==> config.mk <==
export PLATFORM = sky130hd
export DESIGN_NAME = tgs_csr
export DESIGN_NICKNAME = d
export VERILOG_FILES = /design/src/hdl/tgs_pkg.sv /design/src/hdl/tgs_csr.sv
export SDC_FILE = /design/constraint.sdc
export NUM_CORES = 1
export LEC_CHECK = 0
export ABC_CLOCK_PERIOD_IN_PS = 2100
export BUFFER_PORTS_ARGS = -buffer_cell sky130_fd_sc_hd__buf_2
export CAP_MARGIN = 10
export CORE_MARGIN = 5
export CORE_UTILIZATION = 45
export DETAILED_ROUTE_END_ITERATION = 6
export PLACE_DENSITY = 0.7
export SETUP_SLACK_MARGIN = 0.5
export SYNTH_ARGS = -nofsm -noshare
export SYNTH_HDL_FRONTEND = slang
export SYNTH_SLANG_ARGS = --single-unit
export TNS_END_PERCENT = 20
==> constraint.sdc <==
create_clock -name clock -period 2.1 [get_ports clock]
set_input_delay 0.105 -clock clock [delete_from_list [all_inputs] [get_ports clock]]
set_output_delay 0.105 -clock clock [all_outputs]
set_load 0.02 [all_outputs]
==> src/hdl/tgs_pkg.sv <==
// Package for the trilinear grid sampler: sizes, codes, state and command types.
package tgs_pkg;

   // Grid geometry and number format
   localparam int AXIS_LOG2_MAX = 5;
   localparam int GRID_WORDS    = 32768;
   localparam int FRAC_BITS     = 16;

   localparam int NUM_AXES   = 3;
   localparam int VAL_W      = 32;                  // Q16.16 word
   localparam int DIFF_W     = VAL_W + 1;           // difference of two words
   localparam int INV_W      = 31;                  // reciprocal spacing
   localparam int MB_W       = 32;                  // second multiplier operand
   localparam int PROD_W     = 64;                  // kept product bits
   localparam int CI_W       = PROD_W - 2 * FRAC_BITS;
   localparam int TW         = FRAC_BITS + 1;       // weight, 0 .. 1.0
   localparam int LG_W       = 4;                   // log2 size field
   localparam int SIZES_W    = NUM_AXES * LG_W;
   localparam int WR_IDX_W   = 5;                   // write coordinate fields
   localparam int IDX_W      = AXIS_LOG2_MAX;       // grid index on one axis
   localparam int ADDR_W     = $clog2(GRID_WORDS);
   localparam int SUM_W      = NUM_AXES * AXIS_LOG2_MAX;
   localparam int AS_W       = (SUM_W > ADDR_W) ? SUM_W : ADDR_W;
   localparam int CORNER_W   = 3;
   localparam int STEP_W     = 2;
   localparam int CSR_IDX_W  = 3;
   localparam int CSR_DATA_W = 32;

   localparam logic [STEP_W-1:0]   MAP_LAST    = 2'd3;
   localparam logic [CORNER_W-1:0] CORNER_LAST = 3'd7;
   localparam int CORNER_X_BIT = 0;
   localparam int CORNER_Y_BIT = 1;
   localparam int CORNER_Z_BIT = 2;

   // 1.0 in the fixed-point format
   localparam logic [TW-1:0]         ONE_T     = {1'b1, {FRAC_BITS{1'b0}}};
   localparam logic [INV_W-1:0]      INV_RESET = INV_W'(ONE_T);
   localparam logic [SIZES_W-1:0]    SIZES_RESET = 12'd1755;
   localparam logic signed [PROD_W-1:0] HALF_FX = 64'sd1 <<< (FRAC_BITS - 1);

   typedef enum logic [0:0] {
      FUNC_WRITE  = 1'b0,
      FUNC_SAMPLE = 1'b1
   } func_type;

   typedef enum logic [1:0] {
      AX_X,
      AX_Y,
      AX_Z
   } axis_type;

   typedef enum logic [CSR_IDX_W-1:0] {
      CSR_ORIGIN_X,
      CSR_ORIGIN_Y,
      CSR_ORIGIN_Z,
      CSR_INV_SPACING_X,
      CSR_INV_SPACING_Y,
      CSR_INV_SPACING_Z,
      CSR_AXIS_SIZES
   } csr_index_type;

   typedef enum logic [2:0] {
      ST_IDLE,
      ST_MAP,
      ST_RD,
      ST_CAP,
      ST_MUL,
      ST_POST,
      ST_ROUTE
   } state_type;

   typedef struct packed {
      logic [NUM_AXES-1:0][VAL_W-1:0] origin;
      logic [NUM_AXES-1:0][INV_W-1:0] inv_spacing;
      logic [NUM_AXES-1:0][LG_W-1:0]  lg;          // already clamped
   } cfg_type;

   typedef struct packed {
      logic                mem_wr;
      logic                sample_load;
      logic                map_mul;
      axis_type            mul_axis;
      logic                map_post;
      axis_type            post_axis;
      logic                rd_issue;
      logic [CORNER_W-1:0] corner;
      logic                cap_xa;
      logic                diff_en;
      axis_type            level;
      logic                blend_mul;
      logic                blend_post;
      logic                hold_ya;
      logic                hold_za;
      logic                out_load;
   } cmd_type;

endpackage

==> src/hdl/tgs_csr.sv <==
// Configuration registers of the sampler: origins, reciprocal spacings, axis sizes.
module tgs_csr import tgs_pkg::*; (
   input  logic                  clock,
   input  logic                  reset,
   input  logic                  csr_wr_en,
   input  logic [CSR_IDX_W-1:0]  csr_index,
   input  logic [CSR_DATA_W-1:0] csr_wr_data,
   output cfg_type               cfg
);

   logic [NUM_AXES-1:0][VAL_W-1:0] origin_ff, origin_in;
   logic [NUM_AXES-1:0][INV_W-1:0] inv_ff, inv_in;
   logic [SIZES_W-1:0]             sizes_ff, sizes_in;
   logic [LG_W-1:0]                lg_raw;

   always_comb begin
      origin_in = origin_ff;
      inv_in    = inv_ff;
      sizes_in  = sizes_ff;
      if (csr_wr_en) begin
         unique case (csr_index)
            CSR_ORIGIN_X:      origin_in[AX_X] = csr_wr_data[VAL_W-1:0];
            CSR_ORIGIN_Y:      origin_in[AX_Y] = csr_wr_data[VAL_W-1:0];
            CSR_ORIGIN_Z:      origin_in[AX_Z] = csr_wr_data[VAL_W-1:0];
            CSR_INV_SPACING_X: inv_in[AX_X]    = csr_wr_data[INV_W-1:0];
            CSR_INV_SPACING_Y: inv_in[AX_Y]    = csr_wr_data[INV_W-1:0];
            CSR_INV_SPACING_Z: inv_in[AX_Z]    = csr_wr_data[INV_W-1:0];
            CSR_AXIS_SIZES:    sizes_in        = csr_wr_data[SIZES_W-1:0];
            default: ;  // unmapped index, dropped
         endcase
      end
   end

   always_ff @(posedge clock) begin
      if (reset) begin
         origin_ff <= '0;
         inv_ff    <= {NUM_AXES{INV_RESET}};
         sizes_ff  <= SIZES_RESET;
      end else begin
         origin_ff <= origin_in;
         inv_ff    <= inv_in;
         sizes_ff  <= sizes_in;
      end
   end

   // sizes above the maximum saturate
   always_comb begin
      lg_raw = '0;
      cfg.origin      = origin_ff;
      cfg.inv_spacing = inv_ff;
      for (int a = 0; a < NUM_AXES; a++) begin
         lg_raw = sizes_ff[a*LG_W +: LG_W];
         cfg.lg[a] = (lg_raw > LG_W'(AXIS_LOG2_MAX)) ? LG_W'(AXIS_LOG2_MAX) : lg_raw;
      end
   end

endmodule

---- Word level (Yosys, flattened, before mapping) ----
Cells that the tools add are included.
operators by class
  $lt $le $gt $ge ......................... 3
  eq/ne operators ......................... 6
  multiplexer cells ....................... 3
  reductions and logical operators ........ 8
operator list
  kind                                                           count
  AND reduction 2 bit                                            7
  greater-than comparator 4 x 3 -> 1 bit, second input constant  3
  2-to-1 mux 4 bit                                               3
  == test 3 bit, second input constant                           3
  == test 3 x 2 -> 1 bit, second input constant                  2
  == test 3 x 1 -> 1 bit, second input constant                  1
  zero test 3 bit                                                1
storage, ports and cells
  register bits ........................... 201

---- Longest topological paths before layout ----
  depth after elaboration ................. 2
  mapped depth ............................ 5

---- Worst setup path after synthesis ----
OpenSTA, ideal clock, no wires.
  kind .................................... input-to-reg
  start point ............................. in csr_index[0]
  end point ............................... reg origin_ff, in the netlist cfg[107]
  library setup time ...................... 0.125 ns
  data arrival time ....................... 1.153 ns
  slack ................................... 0.821 ns
  stages on the path ...................... 5
  buffers on the path ..................... 3
  path through ............................ buf_2 or4b_1 buf_6 buf_12 mux2i_1
on the way
  word-level cells in the longest chain between the ends .. 2
RTL lines
  item                                  line           RTL
  from (decl)                           tgs_csr.sv:6   input logic [CSR_IDX_W-1:0] csr_index,
  zero test 3 bit                       tgs_csr.sv:21  unique case (csr_index)
  AND reduction 2 bit (no source line)  -
  to (signal assigned)                  tgs_csr.sv:40  origin_ff <= origin_in;
  to (decl)                             tgs_csr.sv:11  logic [NUM_AXES-1:0][VAL_W-1:0] origin_ff, origin_in;
No other way between the ends.
A chain may end at the register's enable or synchronous reset.

==> metrics.txt <==
status=finished clean; ys async rst share=0%; clk_skew=0 ns; Max Cap Viol=0; area of the multi-input gates=0.003686 mm^2; Clock Sinks=201; Worst Hold Class=input pin to flop; clk slew on worst S/H paths=0.06 ns; DRC Markers=0; TNS Setup=0 ns; antenna fix cells=0; Initial Utilization=46.01%; CP endpoint kind=primary output; area of the core=0.01736 mm^2; # setup viols final=0; Cell variety after synth=18; Slew @ Worst Pin=0.9020 ns; total track usage=between 10% and 20%; Root Driver=clkbuf_16; Die Area=0.02051 mm^2; Iteration-0 DRC Markers=189; Vias/cell=4.832; Post-Syn Area=0.007985 mm^2; Worst VDD drop=509.7 uV; Hold Violations, Final=0; register bit total from synthesis=201; Post-synth EDFFs=0; Max-slew headroom=roughly two fifths; most common cell in the netlist=nand2b_1; synth top area cells=dfxtp_1 (50%), mux2i_1 (25%), nand2b_1 (17%); global placer's final weighted congestion=0.7753; Worst-Skew Late Latency=0.48 ns; storage element area=slightly above 0.004 mm^2; Post-CTS Setup Inserts=0; Filler cells=~1.5k; Worst path max stage delay=0.32 ns; Worst EP arrival=1.36 ns; Ys Warns=0; IO Count=239; LEAKAGE=approximately 5.4 nW; CP Class=flop to primary output; Synth Flop Type=dfxtp_1; drt first pass iters=4; RSZ-0062 raised after global routing=no; most frequent cells after synthesis=nand2b_1 (222), dfxtp_1 (201), mux2i_1 (201), clkbuf_1 (29), nor2_1 (23); post-CTS resize count=0; Critical Path RT=2.00 ns; WL/cell=17.47 um; post-DP HPWL=around 14 mm; pre-CTS setup slack=about 0.46 ns; CTS tree=built; Peak Freq=682.3 MHz; Final min period=1.466 ns; first-pass GRT wire length=32.49 mm; Hold-fix buffers, CTS=10; Seq/Total Area, Yosys=50.39%; htree depth=1; grt total ovfl=0; final max-slew violation count=0; die height=143.2 um; Yosys top cell by area=dfxtp_1; Routed WL=about 21 mm; total CTS buffers=22; layout cells sized above 1=30.17%; post-route ant nets=0; Yosys top cell area share=50.39%; P&R area growth vs syn=27.15%; Startpoint Class=flop; Final period util=69.79%; I/O Buffers=roughly 240; DR vias=5,765; slowest CP cell=dfxtp_1; largest fanout on the critical path=3; largest net degree at the start of global routing=64; worst setup margin=0.6344 ns; worst-case clock buffer depth=3; Synth Instances=724; mean post-synth cell area=11.03 um^2; initial antenna violation count=0; Post-layout nets=slightly below 1k; Pwr Density=between 800 and 900 mW/mm^2; die width=143.2 um; vias in the first global route=about 6k; Rows=48; CP Cell Sequence=or2_2 > nor2_1 > buf_2
-- state kept, by name (all words and copies together), names as in the netlist --
| name | cells |
|---|---|
| cfg | 189 |
| sizes_ff | 12 |
-- critical path: cells and delay by family, from the launching register on --
| kind | cells | cell delay, ns |
|---|---|---|
| flops | 1 | 0.32 |
| simple gates | 2 | 0.39 |
| buf+inv | 1 | 0.17 |
-- layout by cell type (no fill, tap or decap), drive strengths merged --
cell	instances
buf	251
nand2b	222
mux2i	201
dfxtp	201
clkbuf	36
nor2	23
dlygate4sd3	10
or2	3
inv	3
a211o	3
nand4b	3
conb	3
nand4bb	3
clkinv	2
nor4bb	2
and4b	1
or4b	1
-- power by group --
part	internal (mW)	total (mW)	switching (mW)
sequential	3.90	3.94	0.0444
combinational	0.273	0.658	0.385
clock	2.27	3.74	1.46
-- kinds of logic (layout without fill, tap and decap cells) --
family                 after synthesis  in the layout  share of synthesized area [%]
flip-flops                         201            201                          50.39
other                                1              3                        0.04696
multiplexers                       201            201                          25.20
buffers and inverters               60            302                          4.074
AO/OA/AOI/OAI                        3              3                         0.3291
AND/OR/NAND/NOR                    258            258                          19.96
-- stage by stage --
step                      hold slack [ns]  area, um^2  std cells  util, %  power (mW)
after detailed placement           0.4028        9339       1145    53.81       4.675
after global placement             0.3954        9339       1145    53.81       4.669
after floorplan                    0.2723        7993        726        -       4.450
after global routing              0.04784       10150       1193    58.50       8.660
final                             0.03495       10150       1193    58.50       8.339
after CTS                         0.01685       10150       1193    58.50       8.433
-- metal layers --
metal | share of wire [%] | routed length, um | global-route usage [%] | up-vias
met5 | 0 | 0 | 0 | -
met1 | 41 | 8642 | 24.30 | 2739
met3 | 8.1 | 1689 | 5.928 | 28
met2 | 48 | 10060 | 33.56 | 164
li1 | - | - | - | 2834
met4 | 2.1 | 444 | 5.352 | 0
-- cell type report --
cell class,instances,share of cell area [%]
Inverter,3,0.1109
Timing Repair Buffer,261,14.15
Clock buffer,36,6.938
Sequential cell,201,39.63
Clock inverter,2,0.09858
Multi-Input combinational cell,465,36.30
Tap cell,225,2.773
-- final timing paths --
path / start / endpoint / slack (ns) / cells past startpoint
max: sizes_ff[2] / cfg[1] / 0.63 / 3
min: csr_wr_data[20] / cfg[125] / 0.03 / 3
max reg2reg: cfg[58] / cfg[58] / 1.45 / 2
min reg2reg: cfg[182] / cfg[182] / 0.47 / 2
No activity file was read; power rests on OpenSTA's default activity.
