`src/hdl/tgs_pkg.sv`:
```
// Package for the trilinear grid sampler: sizes, codes, state and command types.
package tgs_pkg;

   // Grid geometry and number format
   localparam int AXIS_LOG2_MAX = 5;
   localparam int GRID_WORDS    = 32768;
   localparam int FRAC_BITS     = 16;

   localparam int NUM_AXES   = 3;
   localparam int VAL_W      = 32;                  // Q16.16 word
   localparam int DIFF_W     = VAL_W + 1;           // difference of two words
   localparam int INV_W      = 31;                  // reciprocal spacing
   localparam int MB_W       = 32;                  // second multiplier operand
   localparam int PROD_W     = 64;                  // kept product bits
   localparam int CI_W       = PROD_W - 2 * FRAC_BITS;
   localparam int TW         = FRAC_BITS + 1;       // weight, 0 .. 1.0
   localparam int LG_W       = 4;                   // log2 size field
   localparam int SIZES_W    = NUM_AXES * LG_W;
   localparam int WR_IDX_W   = 5;                   // write coordinate fields
   localparam int IDX_W      = AXIS_LOG2_MAX;       // grid index on one axis
   localparam int ADDR_W     = $clog2(GRID_WORDS);
   localparam int SUM_W      = NUM_AXES * AXIS_LOG2_MAX;
   localparam int AS_W       = (SUM_W > ADDR_W) ? SUM_W : ADDR_W;
   localparam int CORNER_W   = 3;
   localparam int STEP_W     = 2;
   localparam int CSR_IDX_W  = 3;
   localparam int CSR_DATA_W = 32;

   localparam logic [STEP_W-1:0]   MAP_LAST    = 2'd3;
   localparam logic [CORNER_W-1:0] CORNER_LAST = 3'd7;
   localparam int CORNER_X_BIT = 0;
   localparam int CORNER_Y_BIT = 1;
   localparam int CORNER_Z_BIT = 2;

   // 1.0 in the fixed-point format
   localparam logic [TW-1:0]         ONE_T     = {1'b1, {FRAC_BITS{1'b0}}};
   localparam logic [INV_W-1:0]      INV_RESET = INV_W'(ONE_T);
   localparam logic [SIZES_W-1:0]    SIZES_RESET = 12'd1755;
   localparam logic signed [PROD_W-1:0] HALF_FX = 64'sd1 <<< (FRAC_BITS - 1);

   typedef enum logic [0:0] {
      FUNC_WRITE  = 1'b0,
      FUNC_SAMPLE = 1'b1
   } func_type;

   typedef enum logic [1:0] {
      AX_X,
      AX_Y,
      AX_Z
   } axis_type;

   typedef enum logic [CSR_IDX_W-1:0] {
      CSR_ORIGIN_X,
      CSR_ORIGIN_Y,
      CSR_ORIGIN_Z,
      CSR_INV_SPACING_X,
      CSR_INV_SPACING_Y,
      CSR_INV_SPACING_Z,
      CSR_AXIS_SIZES
   } csr_index_type;

   typedef enum logic [2:0] {
      ST_IDLE,
      ST_MAP,
      ST_RD,
      ST_CAP,
      ST_MUL,
      ST_POST,
      ST_ROUTE
   } state_type;

   typedef struct packed {
      logic [NUM_AXES-1:0][VAL_W-1:0] origin;
      logic [NUM_AXES-1:0][INV_W-1:0] inv_spacing;
      logic [NUM_AXES-1:0][LG_W-1:0]  lg;          // already clamped
   } cfg_type;

   typedef struct packed {
      logic                mem_wr;
      logic                sample_load;
      logic                map_mul;
      axis_type            mul_axis;
      logic                map_post;
      axis_type            post_axis;
      logic                rd_issue;
      logic [CORNER_W-1:0] corner;
      logic                cap_xa;
      logic                diff_en;
      axis_type            level;
      logic                blend_mul;
      logic                blend_post;
      logic                hold_ya;
      logic                hold_za;
      logic                out_load;
   } cmd_type;

endpackage

```
`src/hdl/tgs_ctrl.sv`:
```
// Sequencer of the sampler: accepts words, steps the datapath, owns the response valid.
module tgs_ctrl import tgs_pkg::*; (
   input  logic    clock,
   input  logic    reset,
   input  logic    req_valid,
   input  logic    req_func,
   output logic    req_ready,
   output logic    rsp_valid,
   input  logic    rsp_ready,
   output cmd_type cmd
);

   state_type           state_ff, state_in;
   logic [STEP_W-1:0]   step_ff, step_in;
   logic [CORNER_W-1:0] corner_ff, corner_in;
   axis_type            level_ff, level_in;
   logic                rsp_valid_ff, rsp_valid_in;

   always_ff @(posedge clock) begin
      if (reset) begin
         state_ff     <= ST_IDLE;
         step_ff      <= '0;
         corner_ff    <= '0;
         level_ff     <= AX_X;
         rsp_valid_ff <= 1'b0;
      end else begin
         state_ff     <= state_in;
         step_ff      <= step_in;
         corner_ff    <= corner_in;
         level_ff     <= level_in;
         rsp_valid_ff <= rsp_valid_in;
      end
   end

   always_comb begin
      state_in   = state_ff;
      step_in    = step_ff;
      corner_in  = corner_ff;
      level_in   = level_ff;
      cmd        = '0;
      cmd.corner = corner_ff;
      cmd.level  = level_ff;
      unique case (state_ff)
         ST_IDLE: begin
            if (req_valid) begin
               if (req_func == FUNC_SAMPLE) begin
                  cmd.sample_load = 1'b1;
                  step_in         = '0;
                  state_in        = ST_MAP;
               end else begin
                  cmd.mem_wr = 1'b1;
               end
            end
         end
         ST_MAP: begin
            // multiply axis n while the product of axis n-1 is decoded
            cmd.map_mul   = (step_ff != MAP_LAST);
            cmd.mul_axis  = axis_type'(step_ff);
            cmd.map_post  = (step_ff != '0);
            cmd.post_axis = axis_type'(step_ff - 1'b1);
            if (step_ff == MAP_LAST) begin
               corner_in = '0;
               state_in  = ST_RD;
            end else begin
               step_in = step_ff + 1'b1;
            end
         end
         ST_RD: begin
            cmd.rd_issue = 1'b1;
            state_in     = ST_CAP;
         end
         ST_CAP: begin
            if (!corner_ff[CORNER_X_BIT]) begin
               cmd.cap_xa = 1'b1;
               corner_in  = corner_ff + 1'b1;
               state_in   = ST_RD;
            end else begin
               cmd.diff_en = 1'b1;
               cmd.level   = AX_X;
               level_in    = AX_X;
               state_in    = ST_MUL;
            end
         end
         ST_MUL: begin
            cmd.blend_mul = 1'b1;
            state_in      = ST_POST;
         end
         ST_POST: begin
            cmd.blend_post = 1'b1;
            state_in       = ST_ROUTE;
         end
         ST_ROUTE: begin
            unique case (level_ff)
               AX_X: begin
                  if (!corner_ff[CORNER_Y_BIT]) begin
                     cmd.hold_ya = 1'b1;
                     corner_in   = corner_ff + 1'b1;
                     state_in    = ST_RD;
                  end else begin
                     cmd.diff_en = 1'b1;
                     cmd.level   = AX_Y;
                     level_in    = AX_Y;
                     state_in    = ST_MUL;
                  end
               end
               AX_Y: begin
                  if (!corner_ff[CORNER_Z_BIT]) begin
                     cmd.hold_za = 1'b1;
                     corner_in   = corner_ff + 1'b1;
                     state_in    = ST_RD;
                  end else begin
                     cmd.diff_en = 1'b1;
                     cmd.level   = AX_Z;
                     level_in    = AX_Z;
                     state_in    = ST_MUL;
                  end
               end
               AX_Z: begin
                  // hold the finished sum until the output register frees up
                  if (!rsp_valid_ff || rsp_ready) begin
                     cmd.out_load = 1'b1;
                     state_in     = ST_IDLE;
                  end
               end
               default: state_in = ST_IDLE;
            endcase
         end
         default: state_in = ST_IDLE;
      endcase
   end

   assign rsp_valid_in = cmd.out_load | (rsp_valid_ff & ~rsp_ready);
   assign rsp_valid    = rsp_valid_ff;
   assign req_ready    = (state_ff == ST_IDLE);

   a_no_overwrite: assert property (@(posedge clock) disable iff (reset)
      cmd.out_load |-> (!rsp_valid_ff || rsp_ready))
      else $error("result loaded over a word not yet taken");

   a_out_valid: assert property (@(posedge clock) disable iff (reset)
      cmd.out_load |=> rsp_valid_ff)
      else $error("loaded result not presented");

   a_sample_start: assert property (@(posedge clock) disable iff (reset)
      (state_ff == ST_IDLE && req_valid && req_func == FUNC_SAMPLE)
      |=> (state_ff == ST_MAP && step_ff == '0))
      else $error("sample word did not start the mapping pass");

   a_last_corner: assert property (@(posedge clock) disable iff (reset)
      (state_ff == ST_ROUTE && level_ff == AX_Z) |-> (corner_ff == CORNER_LAST))
      else $error("final blend before all eight corners were read");

endmodule

```
`config.mk`:
```
export PLATFORM = sky130hd
export DESIGN_NAME = tgs_ctrl
export DESIGN_NICKNAME = d
export VERILOG_FILES = /design/src/hdl/tgs_pkg.sv /design/src/hdl/tgs_ctrl.sv
export SDC_FILE = /design/constraint.sdc
export NUM_CORES = 1
export LEC_CHECK = 0
export BUFFER_PORTS_ARGS = -buffer_cell sky130_fd_sc_hd__buf_2
export CORE_UTILIZATION = 45
export DETAILED_ROUTE_END_ITERATION = 8
export GPL_TIMING_DRIVEN = 0
export HOLD_SLACK_MARGIN = 0.03
export PLACE_DENSITY = 0.76
export SLEW_MARGIN = 15
export SYNTH_ARGS = -nofsm -noshare
export SYNTH_HDL_FRONTEND = slang
export SYNTH_SLANG_ARGS = --single-unit
```
`constraint.sdc`:
```
create_clock -name clock -period 1.4 [get_ports clock]
set_input_delay 0.21 -clock clock [delete_from_list [all_inputs] [get_ports clock]]
set_output_delay 0.21 -clock clock [all_outputs]
set_load 0.05 [all_outputs]
```
==> metrics.md, run 1 <==
| Metric | Value |
|---|---|
| Port-buffer cells | 27 |
| Ports | 28 |
| EDFF count, synth | 0 |
| Outcome | aborted with a tool error |
| CTS Hold Buffers Added | 0 |
| Cts bufs inserted | 3 |
| Avg Cell Area, Syn | 7.757 sq um |
| Mapped cell area | 969.7 sq um |
| Top cells by area, synth | dfxtp_1 (23%), ha_1 (9.0%), nor2_1 (6.6%), a21oi_1 (4.1%), nand2b_1 (3.9%) |
| Placed insts | 179 |
| Root Driver | clkbuf_4 |
| Core Rows | 16 |
| Yosys Warn Count | 0 |
| Largest net degree at the start of global routing | 11 |
| Stage reached | 5_1_grt |
| Prevailing post-synth register cell | dfxtp_1 |
| Worst-path endpoint category | output port |
| #FFs+latches synth | 11 |
| Syn Nets | 137 |
| CTS Sinks | 11 |
| Clk buf depth | 2 |
| Last worst endpoint in the global-route repair_timing | cmd[5] |
| Synth area leader | dfxtp_1 |
| Htree depth | 1 |
| Initial Util | 48.44% |
| Die height | 48.42 um |
| Die width | 48.42 um |
| Post-DP HPWL | 1821 um |
| Seq/Total Area, Yosys | 22.71% |
| Mapped Cells | 125 |
| Synth top area share | 22.71% |
| First Err | [ERROR DPL-0038] Utilization greater than 100%, impossible to legalize |
| Post-synthesis async set-or-reset flop share | 0% |
| RePlAce Congestion | 0.8589 |
| Distinct cells, synth | 43 |
| Dpl ws | -0.2527 ns |
## timing repair
action | CTS
endpoints found under the setup margin | 28
gates resized for setup | 78
pin swaps | 18
setup buffers | 22
## per-stage QoR
step	utilization [%]	cell area, sq um	hold WS (ns)
after global placement	64.13	1284	0.3918
after CTS	86.69	1735	0.1087
after floorplan	-	1115	0.2816
after detailed placement	64.13	1284	0.3979
## kinds of logic after synthesis
group	synth area share, %
XOR/XNOR	0.9034
adder cells (fa/ha/maj)	9.032
multiplexers	3.226
AND/OR/NAND/NOR	36.13
AO/OA/AOI/OAI	19.10
buffers and inverters	8.902
flip-flops	22.71
## cells in the mapped netlist, types with 2 or more instances
master	number
a32o_1	2
o21ai_1	3
nand2b_1	6
nand3b_1	3
nor3_1	5
buf_2	3
nor2b_1	5
a31oi_1	2
o41ai_1	2
nor2_1	17
clkbuf_1	4
buf_4	2
nand3_1	2
or3b_1	3
dfxtp_1	11
nand2_1	7
a21oi_1	8
mux2i_1	2
ha_1	7
inv_1	8
==> run 2: changes to the inputs <==
--- a/config.mk
+++ b/config.mk
@@ -6,11 +6,11 @@
 export NUM_CORES = 1
 export LEC_CHECK = 0
 export BUFFER_PORTS_ARGS = -buffer_cell sky130_fd_sc_hd__buf_2
-export CORE_UTILIZATION = 45
+export CORE_AREA = 2 2 63 65
 export DETAILED_ROUTE_END_ITERATION = 8
+export DIE_AREA = 0 0 65 67
 export GPL_TIMING_DRIVEN = 0
-export HOLD_SLACK_MARGIN = 0.03
-export PLACE_DENSITY = 0.76
+export PLACE_DENSITY_LB_ADDON = 0.15
 export SLEW_MARGIN = 15
 export SYNTH_ARGS = -nofsm -noshare
 export SYNTH_HDL_FRONTEND = slang
==> constraint.sdc (replaced) <==
create_clock -name clock -period 1.82 [get_ports clock]
set_input_delay 0.273 -clock clock [delete_from_list [all_inputs] [get_ports clock]]
set_output_delay 0.273 -clock clock [all_outputs]
set_load 0.05 [all_outputs]
==> run 2 against run 1 <==
Compared with the run above:
- the flow now finishes without violations
- synthesized cell count unchanged
- synthesized area did not move
==> metrics.md, run 2 <==
| Metric | Value |
|---|---|
| Commonest cells after routing, fill and taps aside | buf_2 (18), nor2_1 (16), buf_4 (12) |
| Top cells by area, synth | dfxtp_1 (23%), ha_1 (9.0%), nor2_1 (6.6%), a21oi_1 (4.1%), nand2b_1 (3.9%) (unchanged) |
| Post-synthesis async set-or-reset flop share | 0% (unchanged) |
| Power per cell area | 506.4 nW/um^2 |
| Endpoint type of the worst setup path | primary output |
| Fin worst setup slack | 0.004850 ns |
| Worst slew pin tran | 0.5288 ns |
| Vias in the first global route | 955 |
| Hold slack | 0.2022 ns |
| Core area | 3606 sq um |
| Ratio of cells with drive above 1 in the final layout | 39.88% |
| Ports | 28 (unchanged) |
| CTS tree | built |
| Tot GR Track Use | 13.65% |
| Die area | 4355 sq um |
| Average routed wire per standard cell | 13.11 um |
| Slew headroom | 64.75% |
| Htree depth | 1 (unchanged) |
| Largest registers | corner_ff x3, state_ff x3 |
| Final setup fails | 0 |
| Hold Vio Cnt, Final | 0 |
| Avg Cell Area, Syn | 7.757 sq um (unchanged) |
| CP Max Fanout | 7 |
| Post-DP HPWL | 2001 um (was 1821 um) |
| Initial antenna violation count | 0 |
| FMAX | 550.9 MHz |
| Max-slew violations | 0 |
| Hold Path Class | in -> reg |
| WL final | 2767 um |
| Yosys Warn Count | 0 (unchanged) |
| GR Overflow Total | 0 |
| Worst Path Class, Setup | reg -> out |
| Largest net degree at the start of global routing | 11 |
| Mapped cell area | 969.7 sq um (unchanged) |
| Maximum vdd drop | 0.2088 mV |
| Cells on worst reg2reg path | 6 |
| EDFF count, synth | 0 (unchanged) |
| Worst-Skew Late Latency | 0.25 ns |
| Routed vias/inst | 4.801 |
| Initial DRC count | 45 |
| #FFs+latches synth | 11 (unchanged) |
| Tcrit/Tclk final | 99.73% |
| Die width | 65 um (was 48.42 um) |
| CP arrival | 1.54 ns |
| Synth top area share | 22.71% (unchanged) |
| Tmin final | 1.815 ns |
| Top-count cell post-synth | nor2_1 (unchanged) |
| First-pass GRT wire length | 4491 um |
| Core Rows | 22 (was 16) |
| Mapped Cells | 125 (unchanged) |
| Cts bufs inserted | 3 (unchanged) |
| List of most frequent post-synthesis cells | nor2_1 (17), dfxtp_1 (11), a21oi_1 (8), inv_1 (8) (unchanged) |
| Outcome | finished clean (was aborted with a tool error) |
| Clk buf depth | 2 (unchanged) |
| Area grow syn2layout | 43.61% |
| Dpl ws | 0.03130 ns (was -0.2527 ns) |
| Commonest non-fill, non-tap cell in the layout | buf_2 |
| Hold Path Stages | 2 |
| Prevailing post-synth register cell | dfxtp_1 (unchanged) |
| Critical Path Start Type | register |
| Max cap viols | 0 |
| CTS Sinks | 11 (unchanged) |
| Pleak | 0.6168 nW |
| Root Driver | clkbuf_8 (was clkbuf_4) |
| Syn Nets | 137 (unchanged) |
| Drt drc | 0 |
| Initial Util | 26.89% (was 48.44%) |
| Total number of vias | 1013 |
| Synth area leader | dfxtp_1 (unchanged) |
| Seq/Total Area, Yosys | 22.71% (unchanged) |
| # nets final | 176 |
| Post-route ant nets | 0 |
| Distinct cells, synth | 43 (unchanged) |
| Total power | 0.7053 mW |
| RSZ-0062 raised after global routing | yes |
| Antenna Cells | 0 |
| Worst endpoint required time | 1.55 ns |
| Skew final | 0.01046 ns |
| Clock slew at reported path FFs | 0.06 ns |
| DR pass1 iterations | 4 |
| Port-buffer cells | 27 (unchanged) |
| CTS Hold Buffers Added | 0 (unchanged) |
| Die height | 67 um (was 48.42 um) |
| RePlAce Congestion | 0.8355 (was 0.8589) |
-- run 2: cell counts after synthesis --
Identical to the previous run, type by type.
-- run 2: where the power goes --
group,internal [mW],leakage (nW),switching (mW),total (mW)
clock network,0.154,0.0228,0.101,0.255
logic,0.0730,0.503,0.121,0.194
registers,0.245,0.0912,0.0110,0.256
-- run 2: metal layers --
layer  GRT usage [%]  vias up  part of all wire, %
met5               0        -                    0
met4           7.181        0                  1.1
met3           2.196        4                  5.0
met2           21.91       31                   45
met1           17.47      458                   48
li1                -      520                    -
-- run 2: kinds of logic (layout without fill, tap and decap cells) --
family / Yosys count / count (layout) / synth area share [%]
compound gates: 27 / 27 / 19.10
xor+xnor: 1 / 1 / 0.9034
fa+ha+maj: 7 / 7 / 9.032
buf+inv: 18 / 56 / 8.902
flops: 11 / 11 / 22.71
mux: 3 / 3 / 3.226
simple gates: 58 / 58 / 36.13
-- run 2: repair_timing --
action | 4_1_cts | 5_1_grt
hold endpoints to repair | 0 | 0
pin swaps | 1 | 5
buffers inserted | 7 | 2
resized for setup | 25 | 13
endpoints found under the setup margin | 13 | 11
-- run 2: final timing paths --
path | start | end | slack, ns
worst max register to register | state_ff[2] | corner_ff[1] | 0.13
worst min register to register | step_ff[1] | step_ff[1] | 0.50
worst max-delay path | state_ff[0] | cmd[5] | 0.005
worst min-delay path | reset | level_ff[0] | 0.20
-- run 2: worst max-delay path, cell delays in order, from the launching register on --
cell and delay (ns):
dfxtp_4 0.36, buf_6 0.13, and4bb_1 0.28, nand3_1 0.08
a32o_2 0.30, buf_6 0.15
-- run 2: cell type report --
type	count	area, sq um
Multi-Input combinational cell	96	705.7
Clock buffer	4	45.04
Buffer	8	70.07
Timing Repair Buffer	36	250.2
Sequential cell	11	231.5
Fill cell	391	2213
Inverter	8	30.03
Tap cell	48	60.06
-- run 2: metrics by stage --
stage	util [%]	TNS (ns)	std cells	instance area, sq um
detailed placement	32.76	0	200	1181
CTS	37.23	-0.01232	210	1343
finish	38.62	0	211	1393
global placement	32.76	0	200	1181
floorplan	-	-1.819	125	985.9
global route	38.62	-0.1397	211	1393
No activity file was read; power rests on OpenSTA's default activity.
==> run 3: changes to the inputs <==
--- a/config.mk
+++ b/config.mk
@@ -5,10 +5,11 @@
 export SDC_FILE = /design/constraint.sdc
 export NUM_CORES = 1
 export LEC_CHECK = 0
-export BUFFER_PORTS_ARGS = -buffer_cell sky130_fd_sc_hd__buf_2
+export ABC_CLOCK_PERIOD_IN_PS = 1820
 export CORE_AREA = 2 2 63 65
 export DETAILED_ROUTE_END_ITERATION = 8
 export DIE_AREA = 0 0 65 67
+export DONT_BUFFER_PORTS = 1
 export GPL_TIMING_DRIVEN = 0
 export PLACE_DENSITY_LB_ADDON = 0.15
 export SLEW_MARGIN = 15
==> run 3 against run 2 <==
Compared with the run above:
- the flow now finishes with violations (negative setup slack)
- global-route usage is 0.33 points higher
- critical endpoint is now cmd[20]
- hold slack worse by 0.11 ns
- critical path type unchanged
- flip-flop and latch count stayed put
- routed wire length is 2.2% higher
- power is 0.38% lower
- largest power group is now clock
- utilization is 0.21 points lower
- via count is 4.4% lower
==> metrics.md, run 3 (synthesis results as in run 2) <==
| Metric | Value |
|---|---|
| Commonest cells after routing, fill and taps aside | buf_4 (13), nor2_1 (9), inv_1 (8), a21oi_1 (8) (was buf_2 (18), nor2_1 (16), buf_4 (12)) |
| Power per cell area | 507.2 nW/um^2 (was 506.4 nW/um^2) |
| Worst Path Class, Setup | reg -> out (unchanged) |
| R2r endpoint | step_ff[1] (was corner_ff[1]) |
| Worst path slowest cell | nor3_4 (was dfxtp_4) |
| Port-buffer cells | 0 (was 27) |
| Cells on worst reg2reg path | 5 (was 6) |
| Pleak | 0.5145 nW (was 0.6168 nW) |
| # nets final | 154 (was 176) |
| Skew final | 0.003784 ns (was 0.01046 ns) |
| Core Rows | 22 (unchanged) |
| Worst slew pin tran | 0.9361 ns (was 0.5288 ns) |
| Tot GR Track Use | 13.98% (was 13.65%) |
| Worst endpoint required time | 1.55 ns (about the same) |
| Commonest non-fill, non-tap cell in the layout | buf_4 (was buf_2) |
| Routed vias/inst | 5.122 (was 4.801) |
| Slew headroom | 37.33% (was 64.75%) |
| Hold Path Stages | 1 (was 2) |
| Ratio of cells with drive above 1 in the final layout | 41.84% (was 39.88%) |
| FF-to-FF setup slack | -0.12 ns (was 0.13 ns) |
| FMAX | 505.1 MHz (was 550.9 MHz) |
| Initial antenna violation count | 0 (unchanged) |
| Total power | 0.7026 mW (was 0.7053 mW) |
| Cts bufs inserted | 3 (unchanged) |
| Average routed wire per standard cell | 14.96 um (was 13.11 um) |
| Ports | 28 (unchanged) |
| Die area | 4355 sq um (unchanged) |
| CP Max Fanout | 5 (was 7) |
| First-pass GRT wire length | 4629 um (was 4491 um) |
| Layout Cells excl Fill | 189 (was 211) |
| Largest registers | corner_ff x3, state_ff x3 (unchanged) |
| WL final | 2827 um (was 2767 um) |
| Area of the multi-input gates | 827.0 sq um (was 705.7 sq um) |
| Crit-path cells | buf_6 -> nor3_4 -> and3b_2 (was buf_6 -> and4bb_1 -> nand3_1 -> a32o_2 -> buf_6) |
| Tmin final | 1.980 ns (was 1.815 ns) |
| Hold Vio Cnt, Final | 0 (unchanged) |
| Worst Hold Path EP | level_ff[0] (unchanged) |
| Post-DP HPWL | 1963 um (was 2001 um) |
| Total number of vias | 968 (was 1013) |
| RR Startpoint | step_ff[1] (was state_ff[2]) |
| Post-route ant nets | 0 (unchanged) |
| Antenna Cells | 0 (unchanged) |
| Vias in the first global route | 928 (was 955) |
| Violated checks | negative setup slack |
| Dpl ws | -0.5723 ns (was 0.03130 ns) |
| DR pass1 iterations | 4 (unchanged) |
| RePlAce Congestion | 0.8079 (was 0.8355) |
| Root Driver | clkbuf_8 (unchanged) |
| Maximum vdd drop | 0.2760 mV (was 0.2088 mV) |
| Outcome | finished, violations left (was finished clean) |
| Fin util | 38.41% (was 38.62%) |
| Final setup fails | 7 (was 0) |
| Largest net degree at the start of global routing | 11 (unchanged) |
| Sequential standard cell area | 245.2 sq um (was 231.5 sq um) |
| Critical Path Start | state_ff[2] (was state_ff[0]) |
| Initial DRC count | 40 (was 45) |
| Die width | 65 um (unchanged) |
| Fin worst setup slack | -0.1599 ns (was 0.004850 ns) |
| Drt drc | 0 (unchanged) |
| Placed insts | 173 (was 200) |
| GR Overflow Total | 0 (unchanged) |
| Hold Path Class | in -> reg (unchanged) |
| Clock slew at reported path FFs | 0.06 ns (about the same) |
| CP arrival | 1.71 ns (was 1.54 ns) |
| Initial Util | 26.89% (unchanged) |
| Core area | 3606 sq um (unchanged) |
| Htree depth | 1 (unchanged) |
| Endpoint type of the worst setup path | primary output (unchanged) |
| CTS Sinks | 11 (unchanged) |
| Worst path buffer plus inverter count | 1 (was 2) |
| CTS tree | built (unchanged) |
| Die height | 67 um (unchanged) |
| Hold Path Origin | reset (unchanged) |
| Critical Path Start Type | register (unchanged) |
| Tcrit/Tclk final | 108.8% (was 99.73%) |
| RSZ-0062 raised after global routing | yes (unchanged) |
| Area grow syn2layout | 42.84% (was 43.61%) |
| Max cap viols | 0 (unchanged) |
| Top delay family on crit path | simple AND/OR/NAND/NOR gates (unchanged) |
| Worst-Skew Late Latency | 0.24 ns (was 0.25 ns) |
| Critical Path Max Stage Delay | 0.49 ns (was 0.36 ns) |
| Clk buf depth | 2 (unchanged) |
| Fill count | 366 (was 391) |
| Max-slew violations | 0 (unchanged) |
## run 3: metal layers
| layer | vias up | wire length [um] | GRT usage [%] | part of all wire [%] |
|---|---|---|---|---|
| met2 | 21 | 1397 | 22.55 | 49 |
| met4 | 0 | 19 | 5.585 | 0.67 |
| met5 | - | 0 | 0 | 0 |
| met3 | 2 | 153 | 3.209 | 5.4 |
| li1 | 477 | - | - | - |
| met1 | 468 | 1257 | 17.91 | 44 |
## run 3: metrics by stage
step                TNS, ns  instance area [sq um]  hold slack [ns]
detailed placement   -3.880                   1056           0.3474
floorplan            -1.819                  985.9           0.3446
global placement     -4.652                   1046           0.3476
CTS                 -0.8575                   1344          0.08724
global route         -1.262                   1385          0.08392
finish              -0.5592                   1385          0.08994
## run 3: worst max path at each step
| stage | end | cells past startpoint |
|---|---|---|
| 6_report | cmd[20] | 3 |
| 5_1_grt | cmd[20] | 3 |
| 3_3_place_gp | state_ff[2] | 4 |
| 3_5_place_dp | state_ff[2] | 4 |
| 4_1_cts | cmd[20] | 3 |
| 2_1_floorplan | cmd[1] | 4 |
## run 3: where the power goes
part	internal, mW	switching [mW]
sequential	0.242	0.0211
clock	0.155	0.109
combinational	0.0592	0.116
## run 3: what timing repair did
| item | 4_1_cts | 5_1_grt |
|---|---|---|
| gates resized for setup | 51 | 7 |
| buffers inserted | 10 | 3 |
| hold buffers | 0 | 0 |
| endpoints found under the setup margin | 27 | 18 |
| pin swaps | 12 | 7 |
| gates cloned | 0 | 0 |
## run 3: worst reg2reg max path, delay by kind of cell, from the launching register on
family,cells,cell delay [ns]
and+or+nand+nor,2,1.16
AOI/OAI and AO/OA,2,0.20
adders and majority gates,1,0.17
DFF,1,0.34
## run 3: area by class of cell
type	instances	share of cell area [%]
multi-input combinational	96	59.71
sequential	11	17.71
timing repair buffer	13	7.588
buffer	9	5.239
tap	48	4.336
clock buffer	4	3.252
inverter	8	2.168
